File: src/hw/rtl/tmbc_pkg.sv
// ----------------------------------------------------------------------------
// tmbc_pkg
// shared types, constants and codes of the tile map box collision resolver
// ----------------------------------------------------------------------------
package tmbc_pkg;

	localparam int DEF_MAX_COLUMNS   = 64;
	localparam int DEF_MAX_ROWS      = 64;
	localparam int DEF_FRACTION_BITS = 4;

	localparam int POS_W  = 20;
	localparam int WORK_W = 26;
	localparam int ADDR_W = 5;
	localparam int DATA_W = 32;

	localparam logic OP_WRITE   = 1'b0;
	localparam logic OP_RESOLVE = 1'b1;

	localparam logic [7:0] CODE_FLOOR  = 8'h2E;
	localparam logic [7:0] CODE_LADDER = 8'h6C;
	localparam logic [7:0] CODE_SAND   = 8'h73;

	localparam logic [2:0] REG_MAP_COLUMNS = 3'd0;
	localparam logic [2:0] REG_MAP_ROWS    = 3'd1;
	localparam logic [2:0] REG_TILE_SHIFT  = 3'd2;
	localparam logic [2:0] REG_BOX_WIDTH   = 3'd3;
	localparam logic [2:0] REG_BOX_HEIGHT  = 3'd4;
	localparam logic [2:0] REG_TILE_HALF   = 3'd5;

	localparam logic [6:0]  RST_MAP_COLUMNS = 7'd64;
	localparam logic [6:0]  RST_MAP_ROWS    = 7'd64;
	localparam logic [2:0]  RST_TILE_SHIFT  = 3'd5;
	localparam logic [11:0] RST_BOX_WIDTH   = 12'd512;
	localparam logic [11:0] RST_BOX_HEIGHT  = 12'd512;
	localparam logic [11:0] RST_TILE_HALF   = 12'd256;

	localparam logic [2:0] NUM_CORNERS = 3'd4;

	typedef struct packed {
		logic [6:0]  map_columns;
		logic [6:0]  map_rows;
		logic [2:0]  tile_shift;
		logic [11:0] box_width;
		logic [11:0] box_height;
		logic [11:0] tile_half;
	} cfg_t;

	typedef struct packed {
		logic       accept;
		logic       clear_en;
		logic       probe_issue;
		logic       probe_check;
		logic [1:0] probe_sel;
		logic       push_diff;
		logic       push_depth;
		logic       push_apply;
		logic [1:0] push_sel;
		logic       finish;
	} cmd_t;

	typedef struct packed {
		logic       clear_last;
		logic [2:0] hit_n;
		logic       out_free;
	} sts_t;

	typedef enum logic [2:0] {
		ST_CLEAR,
		ST_IDLE,
		ST_PROBE,
		ST_DIFF,
		ST_DEPTH,
		ST_APPLY,
		ST_DONE
	} state_t;

endpackage

File: src/hw/rtl/tmbc_regs.sv
// ----------------------------------------------------------------------------
// tmbc_regs
// apb configuration registers: map size, tile shift, box size, tile half extent
// ----------------------------------------------------------------------------
module tmbc_regs (
	input  logic                         clk,
	input  logic                         arst_n,
	input  logic                         psel,
	input  logic                         penable,
	input  logic                         pwrite,
	input  logic [tmbc_pkg::ADDR_W-1:0]  paddr,
	input  logic [tmbc_pkg::DATA_W-1:0]  pwdata,
	output logic [tmbc_pkg::DATA_W-1:0]  prdata,
	output logic                         pready,
	output tmbc_pkg::cfg_t               cfg
);
	import tmbc_pkg::*;

	cfg_t       cfg_q;
	logic       wr_en;
	logic [2:0] reg_idx;

	assign pready  = 1'b1;
	assign wr_en   = psel && penable && pwrite && pready;
	assign reg_idx = paddr[4:2];
	assign cfg     = cfg_q;

	always_ff @(posedge clk or negedge arst_n) begin
		if (!arst_n) begin
			cfg_q.map_columns <= RST_MAP_COLUMNS;
			cfg_q.map_rows    <= RST_MAP_ROWS;
			cfg_q.tile_shift  <= RST_TILE_SHIFT;
			cfg_q.box_width   <= RST_BOX_WIDTH;
			cfg_q.box_height  <= RST_BOX_HEIGHT;
			cfg_q.tile_half   <= RST_TILE_HALF;
		end else if (wr_en) begin
			unique case (reg_idx)
				REG_MAP_COLUMNS: cfg_q.map_columns <= pwdata[6:0];
				REG_MAP_ROWS:    cfg_q.map_rows    <= pwdata[6:0];
				REG_TILE_SHIFT:  cfg_q.tile_shift  <= pwdata[2:0];
				REG_BOX_WIDTH:   cfg_q.box_width   <= pwdata[11:0];
				REG_BOX_HEIGHT:  cfg_q.box_height  <= pwdata[11:0];
				REG_TILE_HALF:   cfg_q.tile_half   <= pwdata[11:0];
				default: ;
			endcase
		end
	end

	always_comb begin
		unique case (reg_idx)
			REG_MAP_COLUMNS: prdata = DATA_W'(cfg_q.map_columns);
			REG_MAP_ROWS:    prdata = DATA_W'(cfg_q.map_rows);
			REG_TILE_SHIFT:  prdata = DATA_W'(cfg_q.tile_shift);
			REG_BOX_WIDTH:   prdata = DATA_W'(cfg_q.box_width);
			REG_BOX_HEIGHT:  prdata = DATA_W'(cfg_q.box_height);
			REG_TILE_HALF:   prdata = DATA_W'(cfg_q.tile_half);
			default:         prdata = '0;
		endcase
	end

endmodule

File: config.mk
export PLATFORM = sky130hd
export DESIGN_NAME = tmbc_regs
export DESIGN_NICKNAME = d
export VERILOG_FILES = /design/src/hw/rtl/tmbc_pkg.sv /design/src/hw/rtl/tmbc_regs.sv
export SDC_FILE = /design/constraint.sdc
export NUM_CORES = 1
export LEC_CHECK = 0
export BUFFER_PORTS_ARGS = -buffer_cell sky130_fd_sc_hd__buf_2
export CORE_MARGIN = 2
export CORE_UTILIZATION = 52
export CTS_BUF_LIST = sky130_fd_sc_hd__clkbuf_4
export DETAILED_ROUTE_END_ITERATION = 8
export PLACE_DENSITY_LB_ADDON = 0.1
export SETUP_SLACK_MARGIN = 0.15
export SLEW_MARGIN = 15
export SYNTH_ARGS = -nofsm -noshare
export SYNTH_HDL_FRONTEND = slang
export SYNTH_SLANG_ARGS = --single-unit
File: constraint.sdc
create_clock -name clk -period 2.2 [get_ports clk]
set_input_delay 0.22 -clock clk [delete_from_list [all_inputs] [get_ports clk]]
set_output_delay 0.22 -clock clk [all_outputs]
set_load 0.01 [all_outputs]
==> reports/metrics.csv, run 1 <==
stage,metric,value,unit
outcome,status,"complete, no violations",
worst_setup_path,r2r-start,cfg[31],
place,place_congestion,0.738,
sta,setup_viol,0,
yosys,yosysTopAreaCell,dfrtp_1,
sta,slew_violations,0,
power_and_ir_drop,powerDensity,784,mW/mm²
route,viasPerCell,5.06,
floorplan,io_pins,128,
global_routing,track_usage,0.205,
power_and_ir_drop,p_leak,1.64,nW
final_layout,fin_util,0.630,
sta,setup_tns,0,ps
sta,finalWorstSetupSlack,442,ps
yosys,synthDistinctLibCells,31,
min_path,holdCritStartpoint,pwdata[7],
worst_setup_path,crit_type,flop to primary output,
worst_setup_path,cp-startpoint,cfg[25],
clock_network,htreeDepth,2,
sta,final.period_utilization,0.799,
clock_network,cts_buffers,5,
final_layout,drive_above_1_share,0.564,
yosys,syn_area,0.00272,mm²
floorplan,initial_core_util,0.536,
floorplan,die_y,76.3,µm
global_routing,top_usage_layer,met2,
sta,slew_headroom,0.620,
floorplan,row_count,26,
place,io_buffer_count,84,
clock_network,cts_tree,yes,
power_and_ir_drop,vdd_drop_max,417,µV
clock_network,cts_sinks,53,
sta,period_needed,1760,ps
final_layout,nFillCells,439,
sta,rsz0062_at_grt,no,
final_layout,multi_input_area,0.00120,mm²
sta,skew,0,ps
yosys,synth_top_area_share,0.424,
clock_network,cts_setup_buffers,0,
route,via_count,1851,
clock_network,cts.repair.resized,0,
final_layout,final_cell_mix,"buf_2, mux2_2, dfrtp_1, conb_1, mux2i_1",
min_path,hp-class,input pin to flop,
yosys,synth_seq_cells,53,
flow_run,drv_cap,0,
final_layout,largest_reg_flops,53,
final_layout,nets,337,
worst_setup_path,required,1980,ps
global_routing,grt_overflow_total,0,
yosys,synth_flop_cell,dfrtp_1,
yosys,syn_inst,209,
place,dp_hpwl,4190,µm
floorplan,die_x,76.3,µm
yosys,ys_warn_count,0,
yosys,seq_area_frac_synth,0.491,
floorplan,core-area,0.00507,mm²
global_routing,grt_first_pass_wirelength,9450,µm
final_layout,final_common_cell,buf_2,
global_routing,grt_start_max_net_pins,31,
route,drc,0,
global_routing,grt_pass1_vias,1798,
global_routing,grt_util_met1,0.273,
global_routing,use_met2,0.334,
route,wirelength,5770,µm
route,drt_iter0_markers,104,
worst_setup_path,cp.arrival,1540,ps
final_layout,area_growth,17.6,%
yosys,syn_avg_cell_area,13.0,µm²
clock_network,worst_skew_pair.late_latency,370,ps
yosys,synth_area_leaders,"dfrtp_1, mux2_2, buf_4",
place,pre_cts_ws,404,ps
yosys,synth-edff-count,0,
clock_network,cts-root-buf,clkbuf_4,
final_layout,num_antenna_cells,0,
global_routing,met3_usage,0.0569,
yosys,synthArstFlopShare,1.00,
floorplan,dieArea,0.00582,mm²
final_layout,register_area,0.00134,mm²
sta,tightest_slew,570,ps
sta,clock.fmax,569,MHz
clock_network,clockBufferDepth,2,
route,ant_nets,0,
worst_setup_path,path_max_fanout,3,
worst_setup_path,critPathLaunchType,flop,
route,wire_per_inst,15.8,µm
sta,finalHoldViolations,0,
global_routing,antenna_found_initial,0,
worst_setup_path,endpoint_kind,primary output,
clock_network,clk_pin_slew_worst_paths,140,ps
route,dr.pass1.iters,4,
==> cells in the mapped netlist, types with 2 or more instances <==
cell type	count
nor2_1	5
o21a_1	2
o221ai_1	2
o21ai_0	5
a2bb2oi_1	3
inv_1	3
buf_2	2
dfstp_2	7
a21oi_1	4
mux2_2	53
nor3_4	2
conb_1	2
dfrtp_1	46
buf_6	2
mux2i_1	17
nor2_4	2
buf_4	26
o22ai_1	2
nand2_1	10
clkbuf_1	2
nand2b_1	2
==> final cells by class <==
cell class	instances	area share
multi-input cells	139	0.377
inverters	3	0.00352
flip-flops and latches	53	0.418
repair buffers	93	0.157
clock buffers	7	0.0164
clock inverters	1	0.00117
well taps	70	0.0274
==> cells by family after synthesis <==
kind of cell           count (synthesis)  share of synthesized area
AO/OA/AOI/OAI                         19                     0.0460
AND/OR/NAND/NOR                       27                     0.0732
multiplexers                          72                      0.295
buffers and inverters                 36                     0.0921
other                                  2                    0.00276
flip-flops                            53                      0.491
==> per-stage QoR <==
stage | total power, W | area [µm²] | instances | hold WS, ps
after floorplan | 0.00178 | 2790 | 228 | -75.6
after global placement | 0.00207 | 3130 | 357 | 245
after detailed placement | 0.00209 | 3130 | 357 | 245
after CTS | 0.00253 | 3200 | 366 | 86.1
after global routing | 0.00265 | 3200 | 366 | 83.7
final | 0.00251 | 3200 | 366 | 90.2
==> layer usage <==
layer  part of all wire  wire length, µm
met5                  0                0
met4             0.0090               52
met3              0.071              411
met2               0.47             2740
met1               0.45             2570
==> path summary, 6_finish.rpt <==
kind,to,slack [ps],cells after the start
worst min register to register,cfg[31],550,1
max in group asynchronous,cfg[52],1200,3
worst max-delay path,prdata[1],440,4
worst max register to register,cfg[31],1400,1
min in group asynchronous,cfg[7],360,2
worst min-delay path,cfg[31],90,2
==> power by group <==
part           total (W)  switching, W  internal, W
Sequential       0.00132      0.000141      0.00118
Combinational   0.000739      0.000363     0.000375
Clock           0.000444      0.000295     0.000148
Total            0.00251      0.000800      0.00171
==> worst max-delay path, cell delays in order (launching register included) <==
cell and delay, ps:
dfrtp_1 420, mux4_2 460, inv_1 70, o22ai_1 70
buf_2 150
==> timing repair <==
action,CTS,global route
hold endpoints to repair,20,0
hold buffers,1,0
setup endpoints to repair,0,0
No activity file was read; power rests on OpenSTA's default activity.
==> run 2, diff against run 1 <==
Settings changed: ABC_AREA set to 1, CORE_UTILIZATION 52 to 49.
Clock period 2.2 ns to 1.8 ns, I/O delays scaled along.
==> run 2 against run 1 <==
Compared with the run above: die area up 13%; synthesized area up 7.4%; clock skew unchanged; combinational power up 14%; non-clock buffer count up 2; critical path type unchanged; final cell count up 44%; core utilization down 5.6 points.
==> reports/metrics.csv, run 2 <==
stage,metric,value,unit,change
global_routing,grt_overflow_total,0,,unchanged
sta,setup_viol,0,,unchanged
clock_network,cts.repair.resized,0,,unchanged
sta,finalHoldViolations,0,,unchanged
sta,finalWorstSetupSlack,273,ps,was 442 ps
final_layout,area_growth,15.2,%,was 17.6%
place,pre_cts_ws,313,ps,was 404 ps
place,place_congestion,0.818,,was 0.738
worst_setup_path,critPathLaunchType,flop,,unchanged
floorplan,dieArea,0.00659,mm²,was 0.00582 mm²
floorplan,initial_core_util,0.499,,was 0.536
place,io_buffer_count,84,,unchanged
place,dp_hpwl,5190,µm,was 4190 µm
final_layout,final_cell_mix,"nand2_1, buf_2, dfrtp_1, o21ai_0",,"was buf_2, mux2_2, dfrtp_1, conb_1, mux2i_1"
final_layout,fin_util,0.574,,was 0.630
power_and_ir_drop,vdd_drop_max,410,µV,was 417 µV
clock_network,cts_buffers,5,,unchanged
route,drt_iter0_markers,110,,was 104
yosys,yosysTopAreaCell,dfrtp_1,,unchanged
route,wirelength,7270,µm,was 5770 µm
clock_network,cts_sinks,53,,unchanged
final_layout,final_common_cell,nand2_1,,was buf_2
yosys,seq_area_frac_synth,0.458,,was 0.491
floorplan,core-area,0.00585,mm²,was 0.00507 mm²
worst_setup_path,required,1620,ps,was 1980 ps
worst_setup_path,crit_type,flop to primary output,,unchanged
yosys,synthTopCellsByCount,"nand2_1, dfrtp_1, o21ai_0, buf_4",,"was mux2_2, dfrtp_1, buf_4, mux2i_1, nand2_1"
worst_setup_path,path_max_fanout,3,,unchanged
yosys,synth_seq_cells,53,,unchanged
sta,period_needed,1530,ps,
power_and_ir_drop,p_leak,1.91,nW,was 1.64 nW
flow_run,drv_cap,0,,unchanged
clock_network,htreeDepth,2,,unchanged
route,ant_nets,0,,unchanged
clock_network,cts-root-buf,clkbuf_4,,unchanged
yosys,synthDistinctLibCells,24,,was 31
power_and_ir_drop,powerDensity,890,mW/mm²,was 784 mW/mm²
global_routing,grt_pass1_vias,2273,,"was 1,798"
route,via_count,2588,,"was 1,851"
final_layout,fin_area,0.00336,mm²,was 0.00320 mm²
min_path,hp-class,input pin to flop,,unchanged
clock_network,clk_pin_slew_worst_paths,160,ps,was 140 ps
route,viasPerCell,4.90,,was 5.06
yosys,syn_avg_cell_area,7.91,µm²,was 13.0 µm²
place,placedInstanceArea,0.00328,mm²,was 0.00313 mm²
sta,setup_tns,0,ps,unchanged
floorplan,row_count,28,,was 26
floorplan,io_pins,128,,unchanged
yosys,synth_top_area_share,0.395,,was 0.424
worst_setup_path,cp.arrival,1350,ps,was 1540 ps
floorplan,die_y,81.2,µm,was 76.3 µm
outcome,status,"complete, no violations",,unchanged
global_routing,use_met2,0.367,,was 0.334
yosys,syn_area,0.00292,mm²,was 0.00272 mm²
final_layout,nFillCells,609,,was 439
final_layout,num_antenna_cells,0,,unchanged
global_routing,track_usage,0.226,,was 0.205
final_layout,drive_above_1_share,0.269,,was 0.564
global_routing,grt_start_max_net_pins,23,,was 31
yosys,ys_warn_count,0,,unchanged
final_layout,largest_reg_flops,53,,unchanged
global_routing,grt_util_met1,0.316,,was 0.273
global_routing,antenna_found_initial,0,,unchanged
clock_network,clockBufferDepth,2,,unchanged
sta,skew,0,ps,unchanged
route,dr.pass1.iters,7,,was 4
yosys,synth-edff-count,0,,unchanged
route,wire_per_inst,13.8,µm,was 15.8 µm
yosys,synth_area_leaders,"dfrtp_1, nand2_1, o21ai_0",,"was dfrtp_1, mux2_2, buf_4"
global_routing,met3_usage,0.0389,,was 0.0569
sta,clock.fmax,655,MHz,
floorplan,die_x,81.2,µm,was 76.3 µm
clock_network,cts_tree,yes,,unchanged
yosys,yosysMostFrequentCell,nand2_1,,was mux2_2
sta,final.period_utilization,0.848,,
sta,rsz0062_at_grt,no,,unchanged
clock_network,worst_skew_pair.late_latency,380,ps,was 370 ps
final_layout,nets,494,,was 337
route,drc,0,,unchanged
final_layout,register_area,0.00134,mm²,unchanged
final_layout,multi_input_area,0.00126,mm²,was 0.00120 mm²
sta,slew_violations,0,,unchanged
worst_setup_path,endpoint_kind,primary output,,unchanged
yosys,syn_inst,369,,was 209
yosys,synthArstFlopShare,1.00,,unchanged
global_routing,grt_first_pass_wirelength,11400,µm,was 9450 µm
global_routing,top_usage_layer,met2,,unchanged
yosys,synth_flop_cell,dfrtp_1,,unchanged
==> run 2: cell types whose count changed after synthesis, sizes merged, moves of 3 or more <==
cell     delta
nand3      +26
nand4      +12
o21ai      +45
mux2i      -17
a2bb2oi     -3
inv        +21
buf         +3
nor2       +16
mux2       -54
a21oi       -4
nand2     +128
==> run 2: final cells by class <==
type                            count  share of cell area
Clock buffer                        5              0.0112
Clock inverter                      3             0.00521
Inverter                           25              0.0324
Multi-Input combinational cell    272               0.374
Sequential cell                    53               0.397
Tap cell                           75              0.0279
Timing Repair Buffer               95               0.152
==> run 2: final timing paths <==
check                      startpoint   endpoint  slack [ps]  cells past startpoint
hold / removal             pwdata[10]    cfg[34]          20                      3
min in group asynchronous      arst_n    cfg[46]         250                      2
hold reg to reg               cfg[45]    cfg[45]         490                      2
setup reg to reg              cfg[52]    cfg[52]        1030                      2
setup / recovery              cfg[36]  prdata[0]         270                      5
max in group asynchronous      arst_n     cfg[8]         850                      3
==> run 2: kinds of logic after synthesis <==
family | after synthesis | share of synthesized area
DFF | 53 | 0.458
other | 2 | 0.00257
AOI/OAI and AO/OA | 50 | 0.0858
and+or+nand+nor | 201 | 0.318
buffers and inverters | 63 | 0.136
==> run 2: repair_timing <==
item                      in CTS  in global routing
hold buffers                   3                  0
setup buffers                  0                  0
hold endpoints to repair      17                  0
==> run 2: worst max-delay path, stage by stage (launching register included) <==
cell and delay [ps]:
dfstp_2 580, nand4_1 90, nand2_1 70, nor2_1 40
nand2_1 50, buf_2 130
==> run 2: per-stage QoR <==
stage | power (W) | hold slack, ps | std cells
global route | 0.00320 | 0.560 | 528
floorplan | 0.00210 | -116 | 388
finish | 0.00299 | 19.2 | 528
detailed placement | 0.00248 | 153 | 517
CTS | 0.00302 | 4.00 | 528
global placement | 0.00246 | 149 | 517
==> run 2: power breakdown <==
group,leakage [nW],internal (W),total [W],switching [W]
sequential,0.660,0.00144,0.00161,0.000175
combinational,1.22,0.000325,0.000842,0.000517
clock,0.0326,0.000149,0.000538,0.000388
total,1.91,0.00191,0.00299,0.00108
==> run 2: layer usage <==
metal / up-vias / part of all wire
met5: - / 0
met4: 0 / 0.0081
met3: 5 / 0.048
met2: 77 / 0.48
met1: 1200 / 0.46
li1: 1306 / -
