**src/hw/rtl/tmbc_pkg.sv**
```systemverilog
// ----------------------------------------------------------------------------
// tmbc_pkg
// shared types, constants and codes of the tile map box collision resolver
// ----------------------------------------------------------------------------
package tmbc_pkg;

	localparam int DEF_MAX_COLUMNS   = 64;
	localparam int DEF_MAX_ROWS      = 64;
	localparam int DEF_FRACTION_BITS = 4;

	localparam int POS_W  = 20;
	localparam int WORK_W = 26;
	localparam int ADDR_W = 5;
	localparam int DATA_W = 32;

	localparam logic OP_WRITE   = 1'b0;
	localparam logic OP_RESOLVE = 1'b1;

	localparam logic [7:0] CODE_FLOOR  = 8'h2E;
	localparam logic [7:0] CODE_LADDER = 8'h6C;
	localparam logic [7:0] CODE_SAND   = 8'h73;

	localparam logic [2:0] REG_MAP_COLUMNS = 3'd0;
	localparam logic [2:0] REG_MAP_ROWS    = 3'd1;
	localparam logic [2:0] REG_TILE_SHIFT  = 3'd2;
	localparam logic [2:0] REG_BOX_WIDTH   = 3'd3;
	localparam logic [2:0] REG_BOX_HEIGHT  = 3'd4;
	localparam logic [2:0] REG_TILE_HALF   = 3'd5;

	localparam logic [6:0]  RST_MAP_COLUMNS = 7'd64;
	localparam logic [6:0]  RST_MAP_ROWS    = 7'd64;
	localparam logic [2:0]  RST_TILE_SHIFT  = 3'd5;
	localparam logic [11:0] RST_BOX_WIDTH   = 12'd512;
	localparam logic [11:0] RST_BOX_HEIGHT  = 12'd512;
	localparam logic [11:0] RST_TILE_HALF   = 12'd256;

	localparam logic [2:0] NUM_CORNERS = 3'd4;

	typedef struct packed {
		logic [6:0]  map_columns;
		logic [6:0]  map_rows;
		logic [2:0]  tile_shift;
		logic [11:0] box_width;
		logic [11:0] box_height;
		logic [11:0] tile_half;
	} cfg_t;

	typedef struct packed {
		logic       accept;
		logic       clear_en;
		logic       probe_issue;
		logic       probe_check;
		logic [1:0] probe_sel;
		logic       push_diff;
		logic       push_depth;
		logic       push_apply;
		logic [1:0] push_sel;
		logic       finish;
	} cmd_t;

	typedef struct packed {
		logic       clear_last;
		logic [2:0] hit_n;
		logic       out_free;
	} sts_t;

	typedef enum logic [2:0] {
		ST_CLEAR,
		ST_IDLE,
		ST_PROBE,
		ST_DIFF,
		ST_DEPTH,
		ST_APPLY,
		ST_DONE
	} state_t;

endpackage

```
**src/hw/rtl/tmbc_ctrl.sv**
```systemverilog
// ----------------------------------------------------------------------------
// tmbc_ctrl
// sequencer: clearing pass, corner probes, per-hit push steps, result hand-off
// ----------------------------------------------------------------------------
module tmbc_ctrl (
	input  logic           clk,
	input  logic           arst_n,
	input  logic           in_valid,
	input  logic           op,
	output logic           in_ready,
	input  tmbc_pkg::sts_t sts,
	output tmbc_pkg::cmd_t cmd
);
	import tmbc_pkg::*;

	state_t     state_q, state_d;
	logic [2:0] cnt_q;

	assign in_ready = (state_q == ST_IDLE);

	always_comb begin
		state_d = state_q;
		unique case (state_q)
			ST_CLEAR: if (sts.clear_last) state_d = ST_IDLE;
			ST_IDLE: begin
				if (in_valid) state_d = (op == OP_RESOLVE) ? ST_PROBE : ST_DONE;
			end
			ST_PROBE: if (cnt_q == NUM_CORNERS) state_d = ST_DIFF;
			ST_DIFF: state_d = (cnt_q == sts.hit_n) ? ST_DONE : ST_DEPTH;
			ST_DEPTH: state_d = ST_APPLY;
			ST_APPLY: state_d = ST_DIFF;
			ST_DONE: if (sts.out_free) state_d = ST_IDLE;
			default: state_d = ST_IDLE;
		endcase
	end

	always_comb begin
		cmd = '0;
		unique case (state_q)
			ST_CLEAR: cmd.clear_en = 1'b1;
			ST_IDLE:  cmd.accept = in_valid;
			ST_PROBE: begin
				cmd.probe_issue = (cnt_q != NUM_CORNERS);
				cmd.probe_check = (cnt_q != 3'd0);
				cmd.probe_sel   = cnt_q[1:0];
			end
			ST_DIFF: begin
				cmd.push_diff = (cnt_q != sts.hit_n);
				cmd.push_sel  = cnt_q[1:0];
			end
			ST_DEPTH: cmd.push_depth = 1'b1;
			ST_APPLY: cmd.push_apply = 1'b1;
			ST_DONE:  cmd.finish = sts.out_free;
			default: ;
		endcase
	end

	always_ff @(posedge clk or negedge arst_n) begin
		if (!arst_n) begin
			state_q <= ST_CLEAR;
			cnt_q   <= '0;
		end else begin
			state_q <= state_d;
			if (cmd.accept) begin
				cnt_q <= '0;
			end else if (state_q == ST_PROBE) begin
				cnt_q <= (cnt_q == NUM_CORNERS) ? 3'd0 : cnt_q + 3'd1;
			end else if (state_q == ST_APPLY) begin
				cnt_q <= cnt_q + 3'd1;
			end
		end
	end

	a_finish_free: assert property (@(posedge clk) disable iff (!arst_n)
		cmd.finish |-> sts.out_free) else $error("result loaded while output full");
	a_no_accept_clear: assert property (@(posedge clk) disable iff (!arst_n)
		(state_q == ST_CLEAR) |-> !in_ready) else $error("accept during clearing pass");
	a_apply_after_depth: assert property (@(posedge clk) disable iff (!arst_n)
		(state_q == ST_APPLY) |-> ($past(state_q) == ST_DEPTH))
		else $error("push applied without depth step");
	a_push_idx: assert property (@(posedge clk) disable iff (!arst_n)
		(state_q == ST_DIFF) |-> (cnt_q <= sts.hit_n)) else $error("push index past hits");

endmodule

```
**config.mk**
```make
export PLATFORM = sky130hd
export DESIGN_NAME = tmbc_ctrl
export DESIGN_NICKNAME = d
export VERILOG_FILES = /design/src/hw/rtl/tmbc_pkg.sv /design/src/hw/rtl/tmbc_ctrl.sv
export SDC_FILE = /design/constraint.sdc
export NUM_CORES = 1
export LEC_CHECK = 0
export BUFFER_PORTS_ARGS = -buffer_cell sky130_fd_sc_hd__buf_2
export CORE_AREA = 2 2 39 41
export DETAILED_ROUTE_END_ITERATION = 10
export DIE_AREA = 0 0 41 43
export GPL_ROUTABILITY_DRIVEN = 1
export PLACE_DENSITY = 0.7
export SLEW_MARGIN = 20
export SYNTH_ARGS = -nofsm -noshare
export SYNTH_HDL_FRONTEND = slang
export SYNTH_SLANG_ARGS = --single-unit
```
**constraint.sdc**
```tcl
create_clock -name clk -period 3.2 [get_ports clk]
set_input_delay 0.16 -clock clk [delete_from_list [all_inputs] [get_ports clk]]
set_output_delay 0.16 -clock clk [all_outputs]
set_load 0.1 [all_outputs]
```
==> summary.md, run 1 <==
- **TritonCTS buffer count** 3
- **aggregate routed wire length** 1330 um
- **GR Util All Layers** 16.5%
- **die extent in y** 43 um
- **quantity of I/O buffers inserted on ports** 21
- **via count of the first global-routing pass** 480
- **status** finished clean
- **cell area after technology mapping** 554 um^2
- **Setup Total Neg Slack** 0 ns
- **die outline area** 1760 um^2
- **latest clock arrival within the worst-skew pair** 0.24 ns
- **hold-fix buffers at CTS** 1
- **via/cell ratio** 5.42
- **Worst Hold Class** input port to flip-flop
- **fraction of final layout cells with drive strength greater than 1** 30.8%
- **FP Rows** 14
- **Area Growth Syn to Fin** 23.9%
- **number of nets with antenna violations after routing** 0
- **final number of max-transition violations** 0
- **number of antenna repair diodes** 0
- **worst-case clock skew** 0.00190 ns
- **final count of negative-setup-slack endpoints** 0
- **number of hold violations in the final report** 0
- **number of antenna violations at the first check in global routing** 0
- **top achievable clock speed** 466 MHz
- **Post-Synthesis Net Count** 84
- **Ports** 22
- **Clk pin slew, worst setup/hold paths** 0.05 ns
- **detailed router's first-iteration violation count** 16
- **Post-Synthesis Mean Instance Area** 7.59 um^2
- **routability congestion estimate from global placement** 0.778
- **kind of start point of the critical path** flip-flop
- **R2R Setup Slk** 1.64 ns
- **via count** 580
- **final global-route overflow total** 0
- **unrepaired setup endpoints after global routing** no
- **largest fanout of any net on the critical path** 22
- **Worst Path Class, Setup** flip-flop to output pin
- **remaining max-slew budget at the tightest pin** 60.2%
- **required time at the worst-slack endpoint** 3.04 ns
- **clock sink total** 6
- **# resized after CTS** 0
- **Core Area** 1380 um^2
- **largest net degree at the start of global routing** 23
- **number of remaining DRC errors** 0
- **measured slew at the worst slew-check pin** 0.596 ns
- **hold path start** sts[0]
- **setup fix buffers added after clock tree synthesis** 0
- **# Max-Cap Violations** 0
- **root buffer cell** clkbuf_4
- **global-route wire length before repair** 2040 um
- **first-pass iteration count of the detailed router** 4
- **Seq/Total Area, Yosys** 27.1%
- **min cycle time layout** 2.15 ns
- **YS warnings** 0
- **crit share post-route** 67.1%
- **starting density of the core** 40.1%
- **CP Data Arrival Time** 1.99 ns
- **number of nets in the final layout** 104
- **number of distinct standard cells referenced by the synthesized netlist** 31
- **number of standard cells after synthesis** 73
- **startpoint of the worst-slack reg-to-reg timing path** state_q[2]$_DFFE_PN0P_
- **routed length per instance** 12.4 um
- **CTS Buffer Depth** 2
- **count of H-tree levels built during CTS** 1
- **launching instance or port of the critical path** state_q[2]$_DFFE_PN0P_
- **clock tree from TritonCTS** done
- **half-perimeter wire length of the detailed placement result** 981 um
- **flop and latch count out of synthesis** 6
- **die width** 41 um
- **Worst setup EP type** output pin
==> worst paths after layout <==
path                       cells after the start                      to
setup / recovery                               3                  cmd[8]
hold / removal                                 2  state_q[0]$_DFFE_PN0P_
setup reg to reg                               2  state_q[1]$_DFFE_PN0P_
hold reg to reg                                1    cnt_q[0]$_DFFE_PN0P_
max in group asynchronous                      2    cnt_q[1]$_DFFE_PN0P_
min in group asynchronous                      2  state_q[1]$_DFFE_PN0P_
==> flip-flops by register name, summed over array words and instances, names as in the netlist <==
register	flops
cnt_q	3
state_q	3
==> cell usage in the layout (no fill, tap or decap), types with 2 or more instances in the layout <==
cell / instances
a21oi_1: 4
buf_2: 21
clkbuf_4: 3
dfrtp_1: 6
ha_1: 2
inv_1: 5
nand2_1: 5
nand2b_1: 4
nor2_1: 6
nor2b_1: 2
nor3_1: 8
nor3b_1: 2
o22ai_1: 2
xor2_1: 3
==> synthesized netlist by cell type, drive strengths merged <==
cell	n	area, um^2
nor3	8	40.0
dfrtp	6	150
nor2	6	22.5
a21oi	5	28.8
inv	5	18.8
nand2	5	18.8
buf	4	18.8
nand2b	4	25.0
clkbuf	3	11.3
nor3b	3	22.5
xor2	3	26.3
ha	2	25.0
nor2b	2	12.5
o22ai	2	12.5
a221o	1	10.0
a22o	1	10.0
a2bb2oi	1	8.76
a311oi	1	8.76
a32o	1	10.0
and3	1	6.26
and3b	1	8.76
nand3	1	5.00
nor4	1	6.26
o211a	1	10.0
o21ai	1	5.00
o32a	1	10.0
or2	1	6.26
or3b	1	8.76
or4	1	7.51
==> cells by family after synthesis <==
kind of cell / share of synthesized area [%]
AND/OR/NAND/NOR: 34.3
AO/OA/AOI/OAI: 20.5
flip-flops: 27.1
adder cells (fa/ha/maj): 4.51
buffers and inverters: 8.80
XOR/XNOR: 4.74
==> metal layers <==
| metal | vias up | GRT usage (%) | wire, um |
|---|---|---|---|
| met5 | - | 0 | 0 |
| met2 | 15 | 23.4 | 651 |
| li1 | 297 | - | - |
| met1 | 266 | 24.0 | 604 |
| met4 | 0 | 8.00 | 12 |
| met3 | 2 | 1.57 | 63 |
==> critical path, cell delays in order, from the launching register on <==
cell     delay, ns
dfrtp_1       0.59
or3b_1        0.54
a21oi_1       0.16
buf_2         0.45
==> per-stage QoR <==
step / area (um^2) / setup WS, ns / cells / hold slack (ns) / utilization (%)
after CTS: 687 / 1.07 / 107 / 0.206 / 49.6
final: 687 / 1.05 / 107 / 0.214 / 49.6
after detailed placement: 654 / 1.33 / 103 / -0.00813 / 47.3
after global placement: 654 / 1.36 / 103 / -0.00841 / 47.3
after floorplan: 559 / 0.00581 / 73 / -0.136 / -
after global routing: 687 / 0.949 / 107 / 0.227 / 49.6
==> cell type report <==
cell class | count | area, um^2
Multi-Input combinational cell | 55 | 360
Tap cell | 16 | 20.0
Inverter | 5 | 18.8
Sequential cell | 6 | 150
Clock buffer | 3 | 22.5
Fill cell | 150 | 697
Timing Repair Buffer | 22 | 115
Power of run 1 is not shown: default switching activity piles up to over one toggle a cycle in this logic, so the estimate is an artifact.
==> run 2, diff against run 1 <==
ABC_AREA = 1   (was not set)
PLACE_DENSITY = 0.71   (was 0.7)
clock period = 2.2 ns   (was 3.2 ns; I/O delays follow)
==> summary.md, run 2 <==
- **status** finished clean, unchanged
- **cell area after technology mapping** 562 um^2, was 554 um^2
- **die outline area** 1760 um^2, unchanged
- **Worst Hold Class** input port to flip-flop, unchanged
- **worst-case clock skew** 0.00235 ns, was 0.00190 ns
- **sequence of cells on the critical path** inv_1, ha_1, nand2_1, nand3_1, inv_1, buf_2, was or3b_1, a21oi_1, buf_2
- **clock tree from TritonCTS** done, unchanged
- **registers with the most flip-flops** cnt_q (3), state_q (3), unchanged
- **aggregate routed wire length** 1170 um, was 1330 um
- **worst hold endpoint** state_q[0]$_DFFE_PN0P_, unchanged
- **R2R Setup Slk** 0.68 ns, was 1.64 ns
- **root buffer cell** clkbuf_4, unchanged
- **global-route wire length before repair** 2100 um, was 2040 um
- **Post-Synthesis Mean Instance Area** 6.77 um^2, was 7.59 um^2
- **Critical Path Most Common Cell** inv_1
- **flop and latch count out of synthesis** 6, unchanged
- **latest clock arrival within the worst-skew pair** 0.24 ns, about the same
- **required time at the worst-slack endpoint** 2.09 ns, was 3.04 ns
- **number of antenna repair diodes** 0, unchanged
- **routed length per instance** 9.41 um, was 12.4 um
- **number of nets in the final layout** 121, was 104
- **synth cell count leaders** inv_1 (15), nand2_1 (14), nor2_1 (9), nand2_2 (7), dfrtp_1 (6), was nor3_1 (8), dfrtp_1 (6), nor2_1 (6), inv_1 (5), nand2_1 (5)
- **# resized after CTS** 0, unchanged
- **detailed router's first-iteration violation count** 8, was 16
- **cell with the most instances after synthesis** inv_1, was nor3_1
- **number of enable-type register cells in the synthesized netlist** 0, unchanged
- **Setup Total Neg Slack** 0 ns, unchanged
- **R2R cell count** 9, was 2
- **fillers** 132, was 150
- **Max stage delay cell, worst path** buf_2, was dfrtp_1
- **slowest cell delay on critical path** 0.42 ns, was 0.59 ns
- **proportion of register bits with asynchronous set or reset after synthesis** 100%, unchanged
- **largest net degree at the start of global routing** 8, was 23
- **min cycle time layout** 1.84 ns
- **measured slew at the worst slew-check pin** 0.490 ns, was 0.596 ns
- **# Max-Cap Violations** 0, unchanged
- **hold path start** in_valid, was sts[0]
- **FP Rows** 14, unchanged
- **cell accounting for the most synthesized area** dfrtp_1, unchanged
- **clock sink total** 6, unchanged
- **final number of max-transition violations** 0, unchanged
- **starting density of the core** 40.6%, was 40.1%
- **first-pass iteration count of the detailed router** 3, was 4
- **remaining max-slew budget at the tightest pin** 67.6%, was 60.2%
- **number of nets with antenna violations after routing** 0, unchanged
- **crit share post-route** 83.9%
- **Worst setup EP type** output pin, unchanged
- **Seq/Total Area, Yosys** 26.7%, was 27.1%
- **Core Area** 1380 um^2, unchanged
- **final global-route overflow total** 0, unchanged
- **Post-Synthesis Net Count** 94, was 84
- **kind of start point of the critical path** flip-flop, unchanged
- **quantity of I/O buffers inserted on ports** 21, unchanged
- **number of distinct standard cells referenced by the synthesized netlist** 21, was 31
- **CTS Buffer Depth** 2, unchanged
- **via count** 568, was 580
- **number of antenna violations at the first check in global routing** 0, unchanged
- **die width** 41 um, unchanged
- **terminus of the critical flop-to-flop path** state_q[1]$_DFFE_PN0P_, unchanged
- **GR Util All Layers** 17.0%, was 16.5%
- **number of remaining DRC errors** 0, unchanged
- **leading cell type in the layout, fill and taps excluded** buf_2, unchanged
- **startpoint of the worst-slack reg-to-reg timing path** cnt_q[0]$_DFFE_PN0P_, was state_q[2]$_DFFE_PN0P_
- **Worst Path Class, Setup** flip-flop to output pin, unchanged
- **fraction of final layout cells with drive strength greater than 1** 47.2%, was 30.8%
- **largest fanout of any net on the critical path** 6, was 22
- **top achievable clock speed** 542 MHz
- **final core utilization** 52.9%, was 49.6%
- **area share of the largest cell type after synthesis** 26.7%, was 27.1%
- **via count of the first global-routing pass** 560, was 480
- **Area Growth Syn to Fin** 30.3%, was 23.9%
- **die extent in y** 43 um, unchanged
- **via/cell ratio** 4.58, was 5.42
- **final count of negative-setup-slack endpoints** 0, unchanged
- **number of standard cells after synthesis** 83, was 73
- **Ports** 22, unchanged
- **YS warnings** 0, unchanged
- **TritonCTS buffer count** 3, unchanged
- **setup fix buffers added after clock tree synthesis** 0, unchanged
- **most used flip-flop cell after synthesis** dfrtp_1, unchanged
- **number of stages on the worst hold path** 4, was 2
- **Clk pin slew, worst setup/hold paths** 0.04 ns, was 0.05 ns
- **cell family with the largest share of critical-path delay** buffers and inverters, was flip-flops
- **CP Data Arrival Time** 1.73 ns, was 1.99 ns
- **routability congestion estimate from global placement** 0.837, was 0.778
- **unrepaired setup endpoints after global routing** no, unchanged
- **commonest non-fill, non-tap cells in the layout** buf_2 (21), inv_1 (15), nand2_1 (14), nor2_1 (8), nand2_2 (7), was buf_2 (21), nor3_1 (8), nor2_1 (6), dfrtp_1 (6)
- **half-perimeter wire length of the detailed placement result** 1030 um, was 981 um
- **most area-consuming cells after synthesis** dfrtp_1 (27%), inv_1 (10%), nand2_1 (9.4%), nand2_2 (7.8%), nor2_1 (6.0%), was dfrtp_1 (27%), nor3_1 (7.2%), xor2_1 (4.7%), ha_1 (4.5%), nand2b_1 (4.5%)
- **count of H-tree levels built during CTS** 1, unchanged
- **WP buf/inv** 3, was 1
- **number of hold violations in the final report** 0, unchanged
## run 2: cell count changes in the layout (fill, tap and decap cells not counted), moves of 4 or more
cell and change:
nand2_1 +9, inv_2 +5, nor3_1 -8, nand2_2 +7, nand2b_1 -4, nor2_2 +4
inv_1 +10
## run 2: how the worst max path moves through the flow
stage                                 startpoint      to  slack [ns]  cells after the start
final                       cnt_q[0]$_DFFE_PN0P_  cmd[9]        0.36                      6
after global placement      cnt_q[0]$_DFFE_PN0P_  cmd[9]        0.63                      6
after CTS                   cnt_q[0]$_DFFE_PN0P_  cmd[9]        0.34                      6
after detailed placement    cnt_q[0]$_DFFE_PN0P_  cmd[9]        0.61                      6
after floorplan           state_q[1]$_DFFE_PN0P_  cmd[0]       -0.15                      2
after global routing        cnt_q[0]$_DFFE_PN0P_  cmd[9]        0.28                      6
## run 2: logic make-up after synthesis
family                   synth area share (%)
AO/OA/AOI/OAI                            10.5
XOR/XNOR                                 1.56
adder cells (fa/ha/maj)                  4.45
buffers and inverters                    13.4
flip-flops                               26.7
AND/OR/NAND/NOR                          43.4
## run 2: layout make-up
type                    instances  area (um^2)  area share [%]
clock buffers                   3         22.5            3.08
multi-input cells              57          349            47.7
flip-flops and latches          6          150            20.5
well taps                      16         20.0            2.74
repair buffers                 22          115            15.7
inverters                      20         75.1            10.3
## run 2: metrics by stage
step                hold slack [ns]  worst slack, ns  instances  area, um^2
detailed placement          -0.0631            0.609        120         699
finish                        0.207            0.355        124         732
global placement            -0.0672            0.629        120         699
floorplan                    -0.186           -0.151         83         574
CTS                           0.196            0.342        124         732
global route                  0.218            0.281        124         732
## run 2: repair_timing
item | 4_1_cts | 5_1_grt
endpoints found under the setup margin | 0 | 0
hold endpoints to repair | 6 | 0
hold buffers | 1 | 0
## run 2: metal layers
| layer | wire length (um) | vias up | GRT usage (%) |
|---|---|---|---|
| met4 | 0 | 0 | 6.00 |
| li1 | - | 305 | - |
| met2 | 566 | 9 | 25.9 |
| met1 | 556 | 254 | 23.2 |
| met3 | 44 | 0 | 3.14 |
| met5 | 0 | - | 0 |
## run 2: tightest hold or removal path: stages
cell and delay [ns]:
buf_2 0.10, inv_1 0.04, nand3_2 0.09, nand2_1 0.06
Power of run 2 is left out for the same reason.
